[config.mk]
export PLATFORM = sky130hd
export DESIGN_NAME = hall_rotor_tracker
export DESIGN_NICKNAME = d
export VERILOG_FILES = /design/src/hrt_pkg.sv /design/src/hrt_core.sv /design/src/hall_rotor_tracker.sv
export SDC_FILE = /design/constraint.sdc
export NUM_CORES = 1
export LEC_CHECK = 0
export ABC_AREA = 1
export BUFFER_PORTS_ARGS = -buffer_cell sky130_fd_sc_hd__buf_2
export CORE_ASPECT_RATIO = 0.5
export CORE_MARGIN = 2
export CORE_UTILIZATION = 63
export CTS_BUF_LIST = sky130_fd_sc_hd__clkbuf_8
export DETAILED_ROUTE_END_ITERATION = 6
export PLACE_DENSITY = 0.83
export SETUP_SLACK_MARGIN = 0.5
export SLEW_MARGIN = 20
export SYNTH_ARGS = -nofsm -noshare
export SYNTH_HDL_FRONTEND = slang
export SYNTH_HIERARCHICAL = 1
export SYNTH_SLANG_ARGS = --single-unit
export TNS_END_PERCENT = 5
[constraint.sdc]
create_clock -name clk -period 2.4 [get_ports clk]
set_input_delay 0.36 -clock clk [delete_from_list [all_inputs] [get_ports clk]]
set_output_delay 0.36 -clock clk [all_outputs]
set_load 0.03 [all_outputs]
[src/hrt_pkg.sv]
// ----------------------------------------------------------------------------
// hrt_pkg
// Shared types, codes and lookup tables of the hall rotor tracker.
// ----------------------------------------------------------------------------
package hrt_pkg;

  localparam int STAMP_W  = 16;
  localparam int POS_W    = 32;
  localparam int HALL_W   = 3;
  localparam int IN_DW    = 24;
  localparam int OUT_DW   = 56;

  localparam logic [1:0] DIR_NONE = 2'b00;
  localparam logic [1:0] DIR_FWD  = 2'b01;
  localparam logic [1:0] DIR_REV  = 2'b11;

  localparam logic [HALL_W-1:0]  HALL_LOW   = 3'b000;
  localparam logic [HALL_W-1:0]  HALL_HIGH  = 3'b111;
  localparam logic [STAMP_W-1:0] PERIOD_UNK = 16'hFFFF;

  typedef struct packed {
    logic [HALL_W-1:0]  last_hall;
    logic [1:0]         dir;
    logic [POS_W-1:0]   pos;
    logic [STAMP_W-1:0] period;
    logic [STAMP_W-1:0] last_stamp;
  } hrt_state_t;

  typedef struct packed {
    logic [STAMP_W-1:0] period;
    logic [POS_W-1:0]   position;
    logic [1:0]         direction;
    logic               hall_fault;
    logic [2:0]         sector;
  } hrt_result_t;

  // Next hall state in the forward sequence 1,3,2,6,4,5; the top bit flags a valid entry.
  function automatic logic [HALL_W:0] fwd_next(input logic [HALL_W-1:0] h);
    logic [HALL_W:0] r;
    unique case (h)
      3'd1:    r = {1'b1, 3'd3};
      3'd3:    r = {1'b1, 3'd2};
      3'd2:    r = {1'b1, 3'd6};
      3'd6:    r = {1'b1, 3'd4};
      3'd4:    r = {1'b1, 3'd5};
      3'd5:    r = {1'b1, 3'd1};
      default: r = {1'b0, 3'd0};
    endcase
    return r;
  endfunction

  function automatic logic [2:0] sector_of(input logic [HALL_W-1:0] h);
    logic [2:0] s;
    unique case (h)
      3'd1:    s = 3'd0;
      3'd3:    s = 3'd1;
      3'd2:    s = 3'd2;
      3'd6:    s = 3'd3;
      3'd4:    s = 3'd4;
      3'd5:    s = 3'd5;
      default: s = 3'd0;
    endcase
    return s;
  endfunction

endpackage

[src/hrt_core.sv]
// ----------------------------------------------------------------------------
// hrt_core
// Next-state and result logic for one hall sample or clear request.
// ----------------------------------------------------------------------------
module hrt_core import hrt_pkg::*; (
  input  hrt_state_t          st,
  input  logic                mode,
  input  logic [HALL_W-1:0]   hall,
  input  logic [STAMP_W-1:0]  stamp,
  output hrt_state_t          st_nxt,
  output hrt_result_t         res
);

  logic            fault;
  logic [HALL_W:0] prev_next;
  logic [HALL_W:0] cur_next;
  logic            is_fwd;
  logic            is_rev;

  assign fault     = (hall == HALL_LOW) || (hall == HALL_HIGH);
  assign prev_next = fwd_next(st.last_hall);
  assign cur_next  = fwd_next(hall);
  assign is_fwd    = prev_next[HALL_W] && (prev_next[HALL_W-1:0] == hall);
  assign is_rev    = cur_next[HALL_W] && (cur_next[HALL_W-1:0] == st.last_hall);

  always_comb begin
    st_nxt = st;
    if (mode) begin
      st_nxt.pos = '0;
    end else if ((hall != st.last_hall) && !fault) begin
      if (is_fwd) begin
        st_nxt.dir = DIR_FWD;
        st_nxt.pos = st.pos + POS_W'(1);
      end else if (is_rev) begin
        st_nxt.dir = DIR_REV;
        st_nxt.pos = st.pos - POS_W'(1);
      end
      st_nxt.period     = stamp - st.last_stamp;
      st_nxt.last_stamp = stamp;
      st_nxt.last_hall  = hall;
    end
  end

  always_comb begin
    res.sector     = fault ? 3'd0 : sector_of(hall);
    res.hall_fault = fault;
    res.direction  = st_nxt.dir;
    res.position   = st_nxt.pos;
    res.period     = st_nxt.period;
  end

endmodule

[src/hall_rotor_tracker.sv]
// ----------------------------------------------------------------------------
// hall_rotor_tracker
// Tracks sector, direction, position and period of a three-sensor hall rotor.
// ----------------------------------------------------------------------------
// Each request on the in_ channel is one hall sample with its timestamp, or,
// with in_tuser high, a clear of the position count. Every request yields
// exactly one result on the out_ channel, showing the tracker after the
// update. A request is registered on entry, then the tracker state and the
// result register are updated when it is processed, which waits while a
// held result is not taken. One request is taken every cycle while out_tready
// is high; the rate is set by the single state update per cycle.
// When the receiver holds out_tready low, the result waits in its register
// and one more request is held in the input register; in_tready then falls
// until the result is taken, and nothing is lost or repeated.
// Reset clears both registers, the position, direction and last hall state
// and last timestamp to zero, and sets the period to 65535 (unknown).
// ----------------------------------------------------------------------------
module hall_rotor_tracker import hrt_pkg::*; (
  input  logic              clk,
  input  logic              rst_n,
  input  logic              in_tvalid,
  output logic              in_tready,
  // hall_a, hall_b, hall_c, timestamp[15:0], zero fill
  input  logic [IN_DW-1:0]  in_tdata,
  // mode
  input  logic              in_tuser,
  output logic              out_tvalid,
  input  logic              out_tready,
  // sector[2:0], hall_fault, direction[1:0], position[31:0], period[15:0], zero fill
  output logic [OUT_DW-1:0] out_tdata
);

  logic               in_vld_r;
  logic               in_mode_r;
  logic [HALL_W-1:0]  in_hall_r;
  logic [STAMP_W-1:0] in_stamp_r;
  hrt_state_t         state_r;
  hrt_state_t         state_nxt;
  hrt_result_t        res_nxt;
  logic               out_vld_r;
  hrt_result_t        out_res_r;
  logic               fire;
  logic               in_fire;

  assign fire      = in_vld_r && (!out_vld_r || out_tready);
  assign in_tready = !in_vld_r || fire;
  assign in_fire   = in_tvalid && in_tready;

  always_ff @(posedge clk) begin
    if (!rst_n) begin
      in_vld_r <= 1'b0;
    end else if (in_tready) begin
      in_vld_r <= in_tvalid;
    end
  end

  always_ff @(posedge clk) begin
    if (in_fire) begin
      in_mode_r  <= in_tuser;
      in_hall_r  <= in_tdata[HALL_W-1:0];
      in_stamp_r <= in_tdata[HALL_W+STAMP_W-1:HALL_W];
    end
  end

  hrt_core u_core (
    .st     (state_r),
    .mode   (in_mode_r),
    .hall   (in_hall_r),
    .stamp  (in_stamp_r),
    .st_nxt (state_nxt),
    .res    (res_nxt)
  );

  always_ff @(posedge clk) begin
    if (!rst_n) begin
      state_r.last_hall  <= HALL_LOW;
      state_r.dir        <= DIR_NONE;
      state_r.pos        <= '0;
      state_r.period     <= PERIOD_UNK;
      state_r.last_stamp <= '0;
    end else if (fire) begin
      state_r <= state_nxt;
    end
  end

  always_ff @(posedge clk) begin
    if (!rst_n) begin
      out_vld_r <= 1'b0;
    end else if (fire) begin
      out_vld_r <= 1'b1;
    end else if (out_tready) begin
      out_vld_r <= 1'b0;
    end
  end

  always_ff @(posedge clk) begin
    if (fire) begin
      out_res_r <= res_nxt;
    end
  end

  assign out_tvalid = out_vld_r;
  assign out_tdata  = {{(OUT_DW - $bits(hrt_result_t)){1'b0}}, out_res_r};

  a_stall_blocks_input: assert property (@(posedge clk) disable iff (!rst_n)
    in_vld_r && out_vld_r && !out_tready |-> !in_tready)
    else $error("input taken while both stages are full and stalled");

  a_state_holds: assert property (@(posedge clk) disable iff (!rst_n)
    !fire |=> $stable(state_r))
    else $error("tracker state changed without a request being processed");

  a_fire_gives_result: assert property (@(posedge clk) disable iff (!rst_n)
    fire |=> out_tvalid)
    else $error("processed request produced no result");

endmodule
Word level (Yosys, flattened, before mapping)
Index checks and enable logic that the tools add are counted.

Logic and storage cells: 60. Bits of input ports: 29. Output and inout bits: 58. Flip-flop bits (word level): 145.

Eq/ne operators: 16. $add $sub $neg: 3. Bitwise operators: 1. Multiplexer cells: 11. Reduce and logical (&&, ||, !) cells: 14.

Operators with widths (number): $mux 34 (2); $mux 66 (1); $mux 32 (2); $pmux 4 s6 (2); $add 32x1->32 const B (1); $sub 32x1->32 const B (1); $eq 3x3->1 const B (7); $sub 16x16->16 (1); $pmux 3 s5 (1); $eq 3x2->1 const B (4); $eq 3x1->1 const B (2); $eq 3x3->1 (2); $logic_and 1x1->1 (5); $logic_not 1->1 (3); $logic_not 3->1 (1); $logic_or 1x1->1 (3); $ne 3x3->1 (1); $reduce_and 3->1 (1); $mux 1 (2); $mux 2 (1); $reduce_bool 2->1 (1); $not 1->1 (1).

Logic depth before layout (Yosys ltp)
Depth after elaboration: 8. Mapped depth: 19. Mapped depth without buffers: 17.

Hierarchy
The synthesis kept the hierarchy.

Modules (own cells, without submodules): hall_rotor_tracker (cells each 508, seq. area each 3643.5 um^2, instances 1, area an instance 5542.8 um^2); hrt_core (cells each 907, seq. area each 0.0 um^2, instances 1, area an instance 4350.4 um^2).

Worst setup path before layout
No wires, ideal clock.

Path type: register to register. Start: register out_vld_r (netlist: out_tvalid). End: register out_res_r (netlist bit out_tdata[0]) (enable). Path slack: 0.072 ns. Clock period less this slack: 2.328 ns. Cell stages (with the launch flop): 5. Buffers on the path: 1. Data required time: 1.992 ns. Arrival: 1.920 ns. Library setup time: 0.408 ns. Cell sequence: dfxtp_1 -> nand2_4 -> nand2_2 -> buf_2 -> inv_1.

Word-level cells in the longest chain between the ends: 3.

Ends and longest elaborated chain: start: declaration (line hall_rotor_tracker.sv:40) `logic out_vld_r;`; start signal: assignment (line hall_rotor_tracker.sv:88) `out_vld_r <= 1'b0;`; start signal: assignment (line hall_rotor_tracker.sv:90) `out_vld_r <= 1'b1;`; start signal: assignment (line hall_rotor_tracker.sv:92) `out_vld_r <= 1'b0;`; $logic_not 1->1 (line hall_rotor_tracker.sv:45) `assign fire = in_vld_r && (!out_vld_r || out_tready);`; $logic_or 1x1->1 (line hall_rotor_tracker.sv:45); $logic_and 1x1->1 (line hall_rotor_tracker.sv:45); via fire (line hall_rotor_tracker.sv:42) `logic fire;`; end signal: assignment (line hall_rotor_tracker.sv:98) `out_res_r <= res_nxt;`; end: declaration (line hall_rotor_tracker.sv:41) `hrt_result_t out_res_r;`.

The timed path passes the listed nets, and every way through them passes these cells. A chain may end at the register's enable or synchronous reset.

==> metrics.cfg <==
[sta]
max_freq_ghz=0.4192
fin_setup_tns_ns=0
finalHoldViolations=0
final-setup-viol-count=0
rsz0062_at_grt=true
period_minus_slack_ns=2.386
fin_ws_ns=0.01444
clock_skew_ns=0.02214
worst_slew_pin_slew_ns=0.6923
slew_violations=0
slew_headroom_pct=53.84
period_share_pct=99.40

[drt]
drtIter0Drc=693
detail_route.first_pass.iterations=6
drc=0
vias_per_cell=5.520
antenna_left=0
wl_um=26600
num_vias=9186
routedWlPerCell_um=15.99

[critical_path]
endpoint_kind=register
critPathLaunchType=register
cp_max_fo=6
worst-setup-path-type=reg -> reg
cp_data_required_time_ns=2.80
crit_arrival_ns=2.79

[global_route]
antenna_found_initial=0
grt_max_degree=124
grtUsageTotal_pct=32.14
grt_pass1_wl_um=42390
grt_pass1_vias=8639
overflow=0

[floorplanning]
core.rowCount=32
die_w_um=181.2
io_pins=87
dieArea_um2=16780
die_h_um=92.61
core_um2=15370
start_util_pct=64.35

[power]
p_leak_nw=4.870
total_power_mw=7.023
power_density_nw_per_um2=638.1
vdd_drop_max_mv=0.6554

[layout]
utilization_pct=71.58
n_fill_cell=1257
finalNetCount=1494
syn_to_final_growth_pct=11.24
instances_no_fill=1664
diodes=0
final_layout_size_suffix_gt1_share_pct=21.58

[synthesis]
ys_ff_latch=145
synthFlopType=edfxtp_1
synth_top_area_cell=edfxtp_1
synth_area_leaders=edfxtp_1 22%, nand2_1 15%, dfxtp_1 14%, nor2_1 7.8%, nand3_1 6.3%
synth_cell_type_count=41
syn_area_per_cell_um2=6.992
synth-edff-count=74
yosys_warnings=6
async_reset_ff_share_pct=0
synth_cells=1415
synth_top_cell_area_share_pct=22.46
ys_seq_area_share_pct=36.83
synth_area_um2=9893

[clock_tree]
cts_buffers=17
clk_pin_slew_ns=0.10
ctsHoldBuffers=0
cts_htree_levels=4
clock-root-buffer=clkbuf_8
clockBufferDepth=2
clkSinkCount=145
clock_latency_ns=0.47
cts_tree=built

[run_status]
status=completed

[hold_path]
hold_path.class=in -> reg

[placement]
place_ws_ns=0.1225
io_buffers=79
gp_congestion=0.9557
dp_cells=1608
dp_hpwl_um=17600

[run]
max_cap_viol_count=0

## sequential cells by signal (all words and copies together) (netlist names)
signal and flops:
in_mode_r 1, out_tdata 54, in_stamp_r 16, out_tvalid 1
state_r 69, in_hall_r 3, in_vld_r 1
## power breakdown
group / leakage, nW / total, mW / switching [mW] / internal (mW)
Clock: 0.216 / 2.12 / 1.14 / 0.979
Sequential: 1.30 / 2.94 / 0.152 / 2.79
Combinational: 3.35 / 1.96 / 1.25 / 0.704
Total: 4.87 / 7.02 / 2.55 / 4.48
## per-layer routing
layer | GRT usage [%] | wire length, um | vias up
met1 | 42.10 | 11540 | 4273
met3 | 5.820 | 1773 | 54
met4 | 8.266 | 582 | 0
met2 | 55.46 | 12710 | 375
li1 | - | - | 4484
met5 | 0 | 0 | -
## final timing paths
path	start	endpoint	slack, ns	depth (start not counted)
max reg2reg	in_hall_r[1]$_DFFE_PP_	state_r[63]$_SDFFE_PN0P_	0.01	17
min reg2reg	state_r[19]$_SDFFE_PN1P_	state_r[19]$_SDFFE_PN1P_	0.47	2
max	in_hall_r[1]$_DFFE_PP_	state_r[63]$_SDFFE_PN0P_	0.01	17
min	in_tdata[2]	in_hall_r[2]$_DFFE_PP_	0.06	1
## metrics by stage
stage	area, um^2	hold WS, ns
6_report	11010	0.06163
5_1_grt	11010	0.03449
4_1_cts	10790	0.04284
3_5_place_dp	10050	0.4417
3_3_place_gp	10050	0.4324
2_1_floorplan	9948	0.4211
## logic make-up (layout without fill, tap and decap cells)
| group | count (synthesis) | in the layout | synth area share (%) |
|---|---|---|---|
| flip-flops | 145 | 145 | 36.83 |
| adder cells (fa/ha/maj) | 18 | 18 | 2.352 |
| multiplexers | 3 | 3 | 0.3414 |
| other | 1 | 2 | 0.03790 |
| AO/OA/AOI/OAI | 146 | 146 | 9.586 |
| AND/OR/NAND/NOR | 787 | 787 | 32.77 |
| buffers and inverters | 273 | 317 | 14.37 |
| XOR/XNOR | 42 | 42 | 3.718 |
## critical path, stage by stage (launching register included)
cell	delay (ns)
edfxtp_1	0.55
o21ai_1	0.30
nand2_1	0.15
nand2_2	0.16
inv_2	0.06
nand2_2	0.07
nor2_4	0.06
buf_4	0.15
buf_4	0.13
nand2_1	0.05
nand2_1	0.05
nand2_1	0.06
nand2_1	0.05
nor2_1	0.15
inv_1	0.07
nand3_1	0.08
nand2_1	0.07
nor2_1	0.11
## layout make-up
type,count,area [um^2],share of cell area [%]
multi-input combinational,998,5074,46.10
sequential,145,3664,33.29
timing repair buffer,133,1012,9.197
inverter,151,578.1,5.252
tap,204,255.2,2.319
clock buffer,17,234.0,2.126
clock inverter,15,182.7,1.660
timing repair inverter,1,6.256,0.05684
## what timing repair did
item,in CTS,in global routing
gates resized for setup,42,42
setup buffers,12,8
setup endpoints to repair,108,119
gates cloned,3,1
pin swaps,11,17
## Yosys cell counts (6+ instances only)
cell and number:
o21ai_0 28, clkbuf_1 15, dfxtp_1 71, edfxtp_1 74
inv_1 139, xor2_1 32, nor2_1 206, inv_2 12
nand4_1 10, nor2_2 6, ha_1 17, o21ai_1 34
buf_2 31, buf_6 11, nand2_1 408, nand3_1 125
a21oi_2 50, buf_4 58, xnor2_1 10, a21oi_1 23
nor3_1 14
## cells in the final DEF, fill, tap and decap left out, types with 4 or more instances in the layout
master / synthesis / routed
a21oi_1: 23 / 21
a21oi_2: 50 / 52
buf_12: 0 / 11
buf_2: 31 / 79
buf_4: 58 / 37
clkbuf_8: 0 / 17
dfxtp_1: 71 / 63
dfxtp_2: 0 / 4
dfxtp_4: 0 / 4
edfxtp_1: 74 / 74
ha_1: 17 / 15
inv_1: 139 / 134
inv_2: 12 / 15
inv_6: 0 / 6
inv_8: 0 / 6
nand2_1: 408 / 392
nand2_2: 5 / 17
nand2_4: 1 / 5
nand3_1: 125 / 118
nand3_2: 0 / 6
nand4_1: 10 / 10
nor2_1: 206 / 189
nor2_2: 6 / 18
nor2_4: 1 / 6
nor3_1: 14 / 14
nor3_2: 4 / 4
o21ai_0: 28 / 28
o21ai_1: 34 / 29
o21ai_2: 1 / 5
or2_1: 4 / 4
xnor2_1: 10 / 9
xor2_1: 32 / 30
Power figures use the tool's default switching activity.
